File: config.mk
export PLATFORM = sky130hd
export DESIGN_NAME = combined_lcg_uniform_generator
export DESIGN_NICKNAME = d
export VERILOG_FILES = /design/src/sv/clcg_pkg.sv /design/src/sv/combined_lcg_uniform_generator.sv /design/src/sv/clcg_front.sv /design/src/sv/clcg_back.sv
export SDC_FILE = /design/constraint.sdc
export NUM_CORES = 2
export LEC_CHECK = 0
export BUFFER_PORTS_ARGS = -buffer_cell sky130_fd_sc_hd__buf_2
export CORE_ASPECT_RATIO = 1.4
export CORE_MARGIN = 2
export CORE_UTILIZATION = 46
export DETAILED_ROUTE_END_ITERATION = 10
export GPL_TIMING_DRIVEN = 0
export PLACE_DENSITY = 0.69
export SLEW_MARGIN = 10
export SYNTH_ARGS = -nofsm -noshare
export SYNTH_HDL_FRONTEND = slang
export SYNTH_SLANG_ARGS = --single-unit
File: constraint.sdc
create_clock -name clk -period 11.67 [get_ports clk]
set_input_delay 1.7505 -clock clk [delete_from_list [all_inputs] [get_ports clk]]
set_output_delay 1.7505 -clock clk [all_outputs]
set_load 0.02 [all_outputs]
File: src/sv/clcg_pkg.sv
// Shared types and fixed constants of the combined congruential generator.
package clcg_pkg;

    localparam int NUM_COMP   = 4;
    localparam int STATE_W    = 31;
    localparam int MULT_W     = 18;
    localparam int PROD_W     = STATE_W + MULT_W;
    localparam int FOLD_C_W   = 9;
    localparam int OUT_W      = 32;
    localparam int COMP_IDX_W = 2;

    typedef logic [STATE_W-1:0] state_word_t;

    // Component k sits at element [k]
    localparam logic [NUM_COMP-1:0][MULT_W-1:0] MULT_TAB = {
        18'd49689, 18'd138556, 18'd207707, 18'd45991
    };

    localparam logic [NUM_COMP-1:0][STATE_W-1:0] MOD_TAB = {
        31'd2147483323, 31'd2147483423, 31'd2147483543, 31'd2147483647
    };

    // 2^31 - modulus, used to fold the high part of a product back in
    localparam logic [NUM_COMP-1:0][FOLD_C_W-1:0] FOLD_TAB = {
        9'd325, 9'd225, 9'd105, 9'd1
    };

    // Request handed from the front queue to the back sequencer
    typedef struct packed {
        logic valid;
        logic restart;
    } clcg_req_t;

endpackage

File: src/sv/combined_lcg_uniform_generator.sv
// Per component the back end does one multiply, two folds, a scaling loop (longer at wider
// fractions) and one accumulate.
// A two-entry queue takes requests while the back end works; a waiting result stalls the
// back end in its output step, and the input once the queue is full.
// Reset: seeds and all four components return to one; queue and result are emptied.
module combined_lcg_uniform_generator #(
    parameter int FRACTION_BITS = 32
) (
    input  logic                         clk,
    input  logic                         rst_n,
    input  logic                         cfg_we,
    input  logic [1:0]                   cfg_index,
    input  logic [30:0]                  cfg_data,
    input  logic                         req_valid,
    output logic                         req_ready,
    input  logic                         restart,
    output logic                         res_valid,
    input  logic                         res_ready,
    output logic [31:0]                  uniform_fraction
);
    import clcg_pkg::*;

    logic [NUM_COMP-1:0][STATE_W-1:0] seed_reg;
    clcg_req_t                        req;
    logic                             pop;

    // Write seed registers
    always_ff @(posedge clk or negedge rst_n)
    begin
        if (!rst_n)
        begin
            for (int j = 0; j < NUM_COMP; j++)
            begin
                seed_reg[j] <= STATE_W'(1);
            end
        end
        else if (cfg_we)
        begin
            seed_reg[cfg_index] <= cfg_data;
        end
    end

    clcg_front u_front (
        .clk       (clk),
        .rst_n     (rst_n),
        .req_valid (req_valid),
        .req_ready (req_ready),
        .restart   (restart),
        .req       (req),
        .pop       (pop)
    );

    clcg_back #(
        .FRACTION_BITS (FRACTION_BITS)
    ) u_back (
        .clk              (clk),
        .rst_n            (rst_n),
        .req              (req),
        .pop              (pop),
        .seeds            (seed_reg),
        .res_valid        (res_valid),
        .res_ready        (res_ready),
        .uniform_fraction (uniform_fraction)
    );

endmodule

File: src/sv/clcg_front.sv
// Request front end: accepts restart requests into a two-entry queue.
module clcg_front (
    input  logic                clk,
    input  logic                rst_n,
    input  logic                req_valid,
    output logic                req_ready,
    input  logic                restart,
    output clcg_pkg::clcg_req_t req,
    input  logic                pop
);
    import clcg_pkg::*;

    localparam int DEPTH = 2;

    logic       entry_reg [DEPTH];
    logic       wr_ptr_reg;
    logic       wr_ptr_next;
    logic       rd_ptr_reg;
    logic       rd_ptr_next;
    logic [1:0] count_reg;
    logic [1:0] count_next;
    logic       push;

    assign req_ready   = (count_reg != 2'(DEPTH));
    assign push        = req_valid && req_ready;
    assign req.valid   = (count_reg != 2'd0);
    assign req.restart = entry_reg[rd_ptr_reg];

    // Advance pointers and occupancy
    always_comb
    begin
        wr_ptr_next = push ? ~wr_ptr_reg : wr_ptr_reg;
        rd_ptr_next = pop ? ~rd_ptr_reg : rd_ptr_reg;
        count_next  = count_reg;
        if (push && !pop)
        begin
            count_next = count_reg + 2'd1;
        end
        else if (pop && !push)
        begin
            count_next = count_reg - 2'd1;
        end
    end

    always_ff @(posedge clk or negedge rst_n)
    begin
        if (!rst_n)
        begin
            wr_ptr_reg <= 1'b0;
            rd_ptr_reg <= 1'b0;
            count_reg  <= 2'd0;
        end
        else
        begin
            wr_ptr_reg <= wr_ptr_next;
            rd_ptr_reg <= rd_ptr_next;
            count_reg  <= count_next;
        end
    end

    // Store the restart flag of an accepted request
    always_ff @(posedge clk)
    begin
        if (push)
        begin
            entry_reg[wr_ptr_reg] <= restart;
        end
    end

    a_no_overfill: assert property (@(posedge clk) disable iff (!rst_n)
        count_reg <= 2'(DEPTH))
        else $error("request queue holds more than its depth");

    a_pop_nonempty: assert property (@(posedge clk) disable iff (!rst_n)
        pop |-> count_reg != 2'd0)
        else $error("request popped from empty queue");

    a_pop_drains: assert property (@(posedge clk) disable iff (!rst_n)
        (pop && !push) |=> count_reg == $past(count_reg) - 2'd1)
        else $error("queue count did not drop after pop");

endmodule

File: src/sv/clcg_back.sv
// Back end: advances the four components through one shared multiplier,
// reducer and constant-modulus scaler, and adds or subtracts the scaled terms.
module clcg_back #(
    parameter int FRACTION_BITS = 32
) (
    input  logic                                       clk,
    input  logic                                       rst_n,
    input  clcg_pkg::clcg_req_t                        req,
    output logic                                       pop,
    input  logic [clcg_pkg::NUM_COMP-1:0][clcg_pkg::STATE_W-1:0] seeds,
    output logic                                       res_valid,
    input  logic                                       res_ready,
    output logic [clcg_pkg::OUT_W-1:0]                 uniform_fraction
);
    import clcg_pkg::*;

    localparam int Y_W  = STATE_W + FRACTION_BITS;
    localparam int HC_W = FRACTION_BITS + FOLD_C_W;

    typedef enum logic [2:0] {
        S_IDLE,
        S_MUL,
        S_FOLD,
        S_FIX,
        S_DIV,
        S_ACC,
        S_OUT
    } back_state_t;

    back_state_t              state_reg;
    state_word_t              comp_reg [NUM_COMP];
    logic [COMP_IDX_W-1:0]    k_reg;
    logic [PROD_W-1:0]        prod_reg;
    logic [31:0]              fold_reg;
    logic [Y_W-1:0]           div_y_reg;
    logic [FRACTION_BITS-1:0] quo_reg;
    logic [FRACTION_BITS-1:0] acc_reg;
    logic                     res_valid_reg;
    logic [OUT_W-1:0]         result_reg;

    state_word_t              mod_k;
    logic [MULT_W-1:0]        mult_k;
    logic [FOLD_C_W-1:0]      fold_k;
    logic [PROD_W-1:0]        prod_next;
    logic [26:0]              hi_times_c;
    logic [31:0]              fold_next;
    logic [31:0]              fix_sum;
    logic [31:0]              fix_red;
    logic [FRACTION_BITS-1:0] div_hi;
    state_word_t              div_lo;
    logic [HC_W-1:0]          div_hi_c;
    logic [Y_W-1:0]           div_y_next;
    logic [OUT_W-1:0]         frac_out;
    logic                     out_free;

    assign mod_k  = MOD_TAB[k_reg];
    assign mult_k = MULT_TAB[k_reg];
    assign fold_k = FOLD_TAB[k_reg];

    assign pop       = (state_reg == S_IDLE) && req.valid;
    assign out_free  = !res_valid_reg || res_ready;
    assign res_valid = res_valid_reg;
    assign uniform_fraction = result_reg;

    // Multiply the selected component by its multiplier
    assign prod_next = PROD_W'(comp_reg[k_reg]) * PROD_W'(mult_k);

    // Fold the bits above 2^31 back in: 2^31 is congruent to the fold constant
    assign hi_times_c = 27'(prod_reg[PROD_W-1:STATE_W]) * 27'(fold_k);
    assign fold_next  = 32'(prod_reg[STATE_W-1:0]) + 32'(hi_times_c);

    // Second fold and final conditional subtract
    assign fix_sum = 32'(fold_reg[STATE_W-1:0]) + (fold_reg[31] ? 32'(fold_k) : 32'd0);
    assign fix_red = (fix_sum >= 32'(mod_k)) ? (fix_sum - 32'(mod_k)) : fix_sum;

    // Scale by 2^FRACTION_BITS / modulus: each fold moves hi*2^31 into the
    // quotient as hi*modulus and keeps hi*fold constant in the remainder
    assign div_hi     = div_y_reg[Y_W-1:STATE_W];
    assign div_lo     = div_y_reg[STATE_W-1:0];
    assign div_hi_c   = HC_W'(div_hi) * HC_W'(fold_k);
    assign div_y_next = Y_W'(div_hi_c) + Y_W'(div_lo);

    // Place the sum in the 32-bit result
    generate
        if (FRACTION_BITS <= OUT_W)
        begin : g_narrow
            assign frac_out = OUT_W'(acc_reg);
        end
        else
        begin : g_wide
            assign frac_out = acc_reg[FRACTION_BITS-1 -: OUT_W];
        end
    endgenerate

    // Sequencer, component state and result register
    always_ff @(posedge clk or negedge rst_n)
    begin
        if (!rst_n)
        begin
            state_reg     <= S_IDLE;
            k_reg         <= '0;
            res_valid_reg <= 1'b0;
            for (int j = 0; j < NUM_COMP; j++)
            begin
                comp_reg[j] <= STATE_W'(1);
            end
        end
        else
        begin
            // Raise the result in the output step, drop it once taken
            if ((state_reg == S_OUT) && out_free)
            begin
                res_valid_reg <= 1'b1;
            end
            else if (res_ready)
            begin
                res_valid_reg <= 1'b0;
            end
            unique case (state_reg)
                S_IDLE:
                begin
                    if (req.valid)
                    begin
                        if (req.restart)
                        begin
                            for (int j = 0; j < NUM_COMP; j++)
                            begin
                                comp_reg[j] <= seeds[j];
                            end
                        end
                        k_reg     <= '0;
                        acc_reg   <= '0;
                        state_reg <= S_MUL;
                    end
                end
                S_MUL:
                begin
                    prod_reg  <= prod_next;
                    state_reg <= S_FOLD;
                end
                S_FOLD:
                begin
                    fold_reg  <= fold_next;
                    state_reg <= S_FIX;
                end
                S_FIX:
                begin
                    comp_reg[k_reg] <= fix_red[STATE_W-1:0];
                    div_y_reg       <= {fix_red[STATE_W-1:0], {FRACTION_BITS{1'b0}}};
                    quo_reg         <= '0;
                    state_reg       <= S_DIV;
                end
                S_DIV:
                begin
                    if (div_hi != '0)
                    begin
                        div_y_reg <= div_y_next;
                        quo_reg   <= quo_reg + div_hi;
                    end
                    else
                    begin
                        // Remainder is below 2^31: at most one more modulus fits
                        if (div_lo >= mod_k)
                        begin
                            quo_reg <= quo_reg + FRACTION_BITS'(1);
                        end
                        state_reg <= S_ACC;
                    end
                end
                S_ACC:
                begin
                    // Odd components subtract, even ones add
                    acc_reg <= k_reg[0] ? (acc_reg - quo_reg) : (acc_reg + quo_reg);
                    if (k_reg == COMP_IDX_W'(NUM_COMP - 1))
                    begin
                        state_reg <= S_OUT;
                    end
                    else
                    begin
                        k_reg     <= k_reg + 1'b1;
                        state_reg <= S_MUL;
                    end
                end
                S_OUT:
                begin
                    if (out_free)
                    begin
                        result_reg <= frac_out;
                        state_reg  <= S_IDLE;
                    end
                end
                default:
                begin
                    state_reg <= S_IDLE;
                end
            endcase
        end
    end

    a_fold_shrinks: assert property (@(posedge clk) disable iff (!rst_n)
        (state_reg == S_DIV && div_hi != '0) |=> div_y_reg < $past(div_y_reg))
        else $error("scaling fold did not shrink the remainder");

    a_state_reduced: assert property (@(posedge clk) disable iff (!rst_n)
        state_reg == S_FIX |=> comp_reg[$past(k_reg)] < MOD_TAB[$past(k_reg)])
        else $error("advanced component not reduced below modulus");

    a_result_from_out: assert property (@(posedge clk) disable iff (!rst_n)
        $rose(res_valid_reg) |-> $past(state_reg) == S_OUT)
        else $error("result raised outside the output step");

endmodule
Yosys cells after proc, flatten, opt, wreduce, memory -nomap -nowiden
Memories as Yosys holds them, arrays and structs flattened.
Index checks and enable logic that the tools add are counted.
{"block": "totals", "output_inout_bits": 34, "register_bits": 498, "wordCells": 130, "mem_count": 1, "mem_bits_rw": 2, "input_bits": 39}
{"name": "u_front.entry_reg", "words": 2, "width": 1, "rd": 1, "rd_clocked_by_memory_dff": 0, "write_ports": 1, "line": "clcg_front.sv:15", "rtl": "logic entry_reg [DEPTH];"}
{"block": "classes", "bitwise": 3, "n_reduce_logical": 28, "mul": 3, "muxes": 42, "n_eq_ne": 15, "add_sub_neg": 11, "magnitude_cmp": 7}
{"op": "bitwise mux 124 bit", "n": 2}
{"op": "two-way mux 124 bit", "n": 2}
{"op": "case mux 124 bit (2 select lines)", "n": 1}
{"op": "two-way mux 31 bit", "n": 6}
{"op": "two-way mux 32 bit", "n": 4}
{"op": "case mux 32 bit (2 select lines)", "n": 2}
{"op": "case mux 63 bit (2 select lines)", "n": 1}
{"op": "binary-select mux 31 bit (select 2 bit)", "n": 2}
{"op": "demux 31 bit (select 2 bit)", "n": 2}
{"op": "adder 32 bit", "n": 2}
{"op": "two-way mux 63 bit", "n": 1}
{"op": "multiplier 31 x 18 -> 49 bit", "n": 1}
{"op": "adder 41 x 31 -> 42 bit", "n": 1}
{"op": "multiplier 32 x 9 -> 41 bit", "n": 1}
{"op": "binary-select mux 18 bit (select 2 bit)", "n": 1}
{"op": "adder 31 x 27 -> 32 bit", "n": 1}
{"op": "adder 31 x 9 -> 32 bit", "n": 1}
{"op": "adder 32 x 1 -> 32 bit (second input constant)", "n": 1}
{"op": "greater-or-equal comparator 32 x 31 -> 1 bit", "n": 1}
{"op": "nonzero test 32 bit", "n": 1}
{"op": "subtractor 32 bit", "n": 1}
{"op": "greater-or-equal comparator 31 bit", "n": 1}
{"op": "subtractor 31 bit", "n": 1}
{"op": "multiplier 18 x 9 -> 27 bit", "n": 1}
{"op": "30 further kinds", "n": 71}

Longest topological paths before layout
{"block": "depth", "depth_word": 8, "ltp_mapped": 34, "depth_no_buf": 28}

By module
From an unflattened synthesis, not the netlist that was laid out.
{"block": "hier_totals", "cells_unflattened": 5478, "hier_area_um2": 55315.6}
{"module": "clcg_back", "seq_area_each_um2": 10465.0, "n_inst": 1, "area_per_inst_um2": 50423.4, "cells_per_inst": 5193}
{"module": "combined_lcg_uniform_generator", "seq_area_each_um2": 3108.0, "n_inst": 1, "area_per_inst_um2": 4604.4, "cells_per_inst": 264}
{"module": "clcg_front", "seq_area_each_um2": 160.2, "n_inst": 1, "area_per_inst_um2": 287.8, "cells_per_inst": 21}

Least setup slack after synthesis
Ideal clock, no wire load.
{"block": "synth_path", "path_kind": "register to register", "start": "register u_back.k_reg[0]", "end": "register u_back.prod_reg[48], data pin", "arrival_time_ns": 8.674, "setup_time_ns": 0.258, "required_time_ns": 11.412, "synth_period_minus_slack_ns": 8.931, "path_slack_ns": 2.739, "path_stages_with_launch": 32, "path_buffers": 7, "cell_sequence": "dfrtp_1 > clkbuf_1 > buf_1 > buf_1 > inv_1 > clkbuf_1 > buf_1 > ha_1 > inv_1 > clkbuf_1 > clkbuf_1 > nand2_1 > fa_1 > fa_1 > fa_1 > inv_1 > fa_1 > fa_1 > inv_1 > fa_1 > inv_1 > ha_1 > nand4_1 > or2_2 > or4b_2 > o2111ai_1 > nand2_1 > o311a_1 > o21ai_0 > nand3_1 > nand2_1 > xnor2_1"}
{"block": "synth_between", "elab_chain_cells": 5, "word_cells_on_any_way": 7, "cone_classes": "1 x mul; 5 x mux; 1 x bitwise"}
{"item": "start, declared", "line": "clcg_back.sv:32", "rtl": "logic [COMP_IDX_W-1:0] k_reg;"}
{"item": "start signal, assigned", "line": "clcg_back.sv:180", "rtl": "k_reg <= k_reg + 1'b1;"}
{"item": "NOT 2 -> 3 bit (implied by the code)", "line": "clcg_back.sv:66", "rtl": "assign prod_next = PROD_W'(comp_reg[k_reg]) * PROD_W'(mult_k);"}
{"item": "binary-select mux 31 bit (select 2 bit)", "line": "clcg_back.sv:66"}
{"item": "two-way mux 31 bit (implied by the code) (2 in a row)", "line": "clcg_back.sv:66"}
{"item": "multiplier 31 x 18 -> 49 bit *", "line": "clcg_back.sv:66"}
{"item": "net u_back.prod_next[48]", "line": "clcg_back.sv:44", "rtl": "logic [PROD_W-1:0] prod_next;"}
{"item": "end signal, assigned", "line": "clcg_back.sv:138", "rtl": "prod_reg <= prod_next;"}
{"item": "end, declared", "line": "clcg_back.sv:33", "rtl": "logic [PROD_W-1:0] prod_reg;"}
Mark *: on every way through the listed nets, which the timed path passes. The rest lies on a longest branch. The select of a mux whose other input is x is not followed.
A chain may end at the register's enable or synchronous reset.

Final worst setup path
Same ends and word-level chain as after synthesis.

==> report_table.html <==
<table>
<tr><th>Metric</th><th>Value</th></tr>
<tr><th colspan="2">Floorplanning</th></tr>
<tr><td>Y dimension of the die</td><td>413 um</td></tr>
<tr><td>Count of pins on the block boundary</td><td>73</td></tr>
<tr><td>Width of the die</td><td>296 um</td></tr>
<tr><td>Site row count</td><td>150</td></tr>
<tr><td>Die Outline Area</td><td>122000 um2</td></tr>
<tr><td>Placeable core region</td><td>119000 um2</td></tr>
<tr><td>Initial Utilization</td><td>46.2%</td></tr>
<tr><th colspan="2">Clocking</th></tr>
<tr><td>Insertion delay of the later-clocked pin in the worst-skew pair</td><td>0.67 ns</td></tr>
<tr><td>Worst-path clk slew</td><td>0.07 ns</td></tr>
<tr><td>Htree depth</td><td>2</td></tr>
<tr><td>TritonCTS clock tree</td><td>done</td></tr>
<tr><td>Cts bufs inserted</td><td>53</td></tr>
<tr><td>CTS root buf</td><td>sky130_fd_sc_hd__clkbuf_16</td></tr>
<tr><td>Largest buffer count on any clock path</td><td>3</td></tr>
<tr><td>Post-cts hold buffer count</td><td>0</td></tr>
<tr><td>Clock sink total</td><td>500</td></tr>
<tr><th colspan="2">Synthesis</th></tr>
<tr><td>Number of nets in the synthesized netlist</td><td>6661</td></tr>
<tr><td>Combinational family with the most area after synthesis</td><td>adder cells</td></tr>
<tr><td>Count of mapped cells out of synthesis</td><td>5438</td></tr>
<tr><td>Leading post-synthesis cells by instance count</td><td>sky130_fd_sc_hd__inv_1 (1031), sky130_fd_sc_hd__fa_1 (723), sky130_fd_sc_hd__ha_1 (461)</td></tr>
<tr><td>Compound-Gate Fraction of Synth Area</td><td>9.58%</td></tr>
<tr><td>Proportion of netlist area held by the largest area contributor</td><td>26.4%</td></tr>
<tr><td>Adder-cell share of the synthesized area</td><td>36.9%</td></tr>
<tr><td>EDFF count, synth</td><td>242</td></tr>
<tr><td>Primary FF master, synth</td><td>sky130_fd_sc_hd__dfrtp_1</td></tr>
<tr><td>Synthesized area divided by synthesized cell count</td><td>10.1 um2</td></tr>
<tr><td>Register bit total from synthesis</td><td>500</td></tr>
<tr><td>Count of cell types in the netlist</td><td>86</td></tr>
<tr><td>Proportion of synthesized chip area in sequential cells</td><td>25.0%</td></tr>
<tr><td>Xor and xnor fraction of the mapped netlist area</td><td>3.95%</td></tr>
<tr><td>Multiplexer fraction of the synthesized cell area</td><td>4.61%</td></tr>
<tr><td>Share of async-settable or async-resettable flops after synthesis</td><td>51.6%</td></tr>
<tr><td>Leading cell types by total area after synthesis</td><td>sky130_fd_sc_hd__fa_1 (26%), sky130_fd_sc_hd__edfxtp_1 (13%), sky130_fd_sc_hd__dfrtp_1 (11%)</td></tr>
<tr><td>Synthesis warning total</td><td>0</td></tr>
<tr><td>Post-synthesis simple-gate area fraction</td><td>11.6%</td></tr>
<tr><td>Most frequent cell after synthesis</td><td>sky130_fd_sc_hd__inv_1</td></tr>
<tr><td>Leading area contributor after synthesis</td><td>sky130_fd_sc_hd__fa_1</td></tr>
<tr><td>Netlist area before placement</td><td>54900 um2</td></tr>
<tr><th colspan="2">Worst setup path</th></tr>
<tr><td>Reg2reg setup slack</td><td>0.36 ns</td></tr>
<tr><td>WP data required</td><td>12.07 ns</td></tr>
<tr><td>Critical Path End Type</td><td>flop</td></tr>
<tr><td>Crit path max-delay cell type</td><td>sky130_fd_sc_hd__fa_1</td></tr>
<tr><td>Number of cells traversed by the worst register-to-register path</td><td>31</td></tr>
<tr><td>Most frequent cell on the critical path</td><td>sky130_fd_sc_hd__fa_1</td></tr>
<tr><td>Crit path from</td><td>u_back.k_reg[0]</td></tr>
<tr><td>Critical Path Start Type</td><td>flop</td></tr>
<tr><td>Worst Path Max Fanout</td><td>12</td></tr>
<tr><td>Reg-to-reg startpoint</td><td>u_back.k_reg[0]</td></tr>
<tr><td>Critical path arrival</td><td>11.71 ns</td></tr>
<tr><td>Reg2reg end</td><td>u_back.prod_reg[48]</td></tr>
<tr><td>Max stage delay on crit path</td><td>0.72 ns</td></tr>
<tr><td>Startpoint-to-endpoint class of the critical path</td><td>reg -&gt; reg</td></tr>
<tr><th colspan="2">Cells and area</th></tr>
<tr><td>Final core utilization</td><td>50.0%</td></tr>
<tr><td>Finished layout cell area</td><td>59400 um2</td></tr>
<tr><td>Share of layout cells above drive strength 1</td><td>7.56%</td></tr>
<tr><td>Area delta synth-&gt;final</td><td>8.25%</td></tr>
<tr><td>Net count of the finished layout</td><td>6803</td></tr>
<tr><th colspan="2">Routing</th></tr>
<tr><td>Number of DRC violations after detailed routing</td><td>0</td></tr>
<tr><td>Per-cell via count in the routed design</td><td>5.58</td></tr>
<tr><td>Vias</td><td>40300</td></tr>
<tr><td>Routed length per placed instance</td><td>23.8 um</td></tr>
<tr><td>Number of iterations in the first detailed-routing pass</td><td>6</td></tr>
<tr><td>Antenna Violating Nets Remaining</td><td>0</td></tr>
<tr><td>Violation count after the first detailed-route iteration</td><td>3212</td></tr>
<tr><td>Routed wire length</td><td>172000 um</td></tr>
<tr><th colspan="2">Timing</th></tr>
<tr><td>Relative slew slack</td><td>10.4%</td></tr>
<tr><td>Shortest clock period the worst path allows after layout</td><td>11.31 ns</td></tr>
<tr><td>Hold violation count in the final report</td><td>0</td></tr>
<tr><td>Final period util</td><td>96.9%</td></tr>
<tr><td>Setup repair after global routing missed its margin</td><td>false</td></tr>
<tr><td>Worst slack on hold paths</td><td>0.431 ns</td></tr>
<tr><td>Final number of max-transition violations</td><td>0</td></tr>
<tr><td>Setup clock skew after layout</td><td>0.0509 ns</td></tr>
<tr><td>Measured slew at the worst slew-check pin</td><td>1.34 ns</td></tr>
<tr><td>Max Fclk</td><td>88.4 MHz</td></tr>
<tr><td>Final setup violation count</td><td>0</td></tr>
<tr><th colspan="2">Worst hold path</th></tr>
<tr><td>WHS Path Cells</td><td>0</td></tr>
<tr><td>Min-Delay Path Class</td><td>reg -&gt; reg</td></tr>
<tr><td>Endpoint with the worst hold slack</td><td>u_back.uniform_fraction[3]</td></tr>
<tr><td>Hold Startpoint</td><td>u_back.acc_reg[3]</td></tr>
<tr><th colspan="2">GRT</th></tr>
<tr><td>Residual overflow from global routing</td><td>0</td></tr>
<tr><td>Pin count of the biggest net entering global routing</td><td>116</td></tr>
<tr><td>Antenna violations before repair</td><td>7</td></tr>
<tr><td>Global-route total usage across every layer</td><td>28.7%</td></tr>
<tr><td>Global-route wire length before repair</td><td>259000 um</td></tr>
<tr><td>Via count of the first global-routing pass</td><td>43000</td></tr>
<tr><th colspan="2">Placement</th></tr>
<tr><td>Instance area after placement</td><td>57600 um2</td></tr>
<tr><td>Final Wtd Congestion</td><td>0.986</td></tr>
<tr><td>Port Buffer Count</td><td>72</td></tr>
<tr><td>Total half-perimeter wirelength after legalization and detailed placement</td><td>141000 um</td></tr>
<tr><th colspan="2">Flow run</th></tr>
<tr><td>Max-cap violations</td><td>0</td></tr>
<tr><th colspan="2">Status</th></tr>
<tr><td>Run status</td><td>finished clean</td></tr>
</table>
==> layer usage <==
layer | up-vias | GRT usage, % | routed length, um
li1 | 17900 | - | -
met1 | 20200 | 31.2 | 59100
met2 | 1600 | 48.6 | 83200
met3 | 576 | 3.93 | 10200
met4 | 4 | 26.3 | 19700
met5 | - | 0 | 34
==> cell type report <==
type	instances	area (um2)
repair buffers	88	623
flip-flops and latches	500	13700
plain buffers	195	776
well taps	1596	2000
clock inverters	19	262
clock buffers	80	1540
inverters	1033	3880
fillers	11000	59500
multi-input cells	3709	36600
diodes	5	12.5
==> cells in the final DEF, fill, tap and decap left out, drive strengths merged, types with 117 or more instances in the layout <==
master,synthesis,layout
inv,1031,1032
xnor2,160,160
dfrtp,250,250
ha,461,461
fa,723,723
a21oi,219,219
mux2,154,154
nor2b,117,117
nor2,275,275
clkbuf,168,247
edfxtp,242,242
o21ai,183,183
nand2,329,329
and2,273,273
==> cell families after synthesis <==
logic type / Yosys count
flip-flops: 500
adder cells (fa/ha/maj): 1184
multiplexers: 200
AO/OA/AOI/OAI: 814
AND/OR/NAND/NOR: 1263
XOR/XNOR: 248
buffers and inverters: 1229
==> critical path, delay by kind of cell (launching register included) <==
family                     cells  cell delay, ns
AOI/OAI and AO/OA              3            1.11
xor gates and xnor gates       1            0.07
adders and majority gates      8            3.84
buffers and inverters         12            3.94
DFF                            1            0.47
and+or+nand+nor                7            1.54
==> worst max-delay path by stage <==
stage                                     end  cells past startpoint
after floorplan           u_back.prod_reg[48]                     31
after global placement    u_back.prod_reg[37]                      2
after detailed placement  u_back.prod_reg[48]                     34
after CTS                 u_back.prod_reg[48]                     28
after global routing      u_back.prod_reg[48]                     31
final                     u_back.prod_reg[48]                     31
==> metrics by stage <==
| step | setup WS (ns) | setup TNS (ns) | std cells |
|---|---|---|---|
| floorplan | 2.74 | 0 | 5438 |
| global placement | -2.30 | -148.13 | 7106 |
| detailed placement | -1.44 | -22.00 | 7118 |
| CTS | 0.185 | 0 | 7216 |
| global route | 0.0915 | 0 | 7220 |
| finish | 0.358 | 0 | 7225 |
==> what timing repair did <==
item	in CTS	in global routing
gates resized for setup	13	2
setup buffers	0	4
endpoints found under the setup margin	42	4
gates cloned	0	0
Power is left out: the tool's default activity adds up to more than one toggle a clock period on the data nets, which glitch-free logic cannot reach.
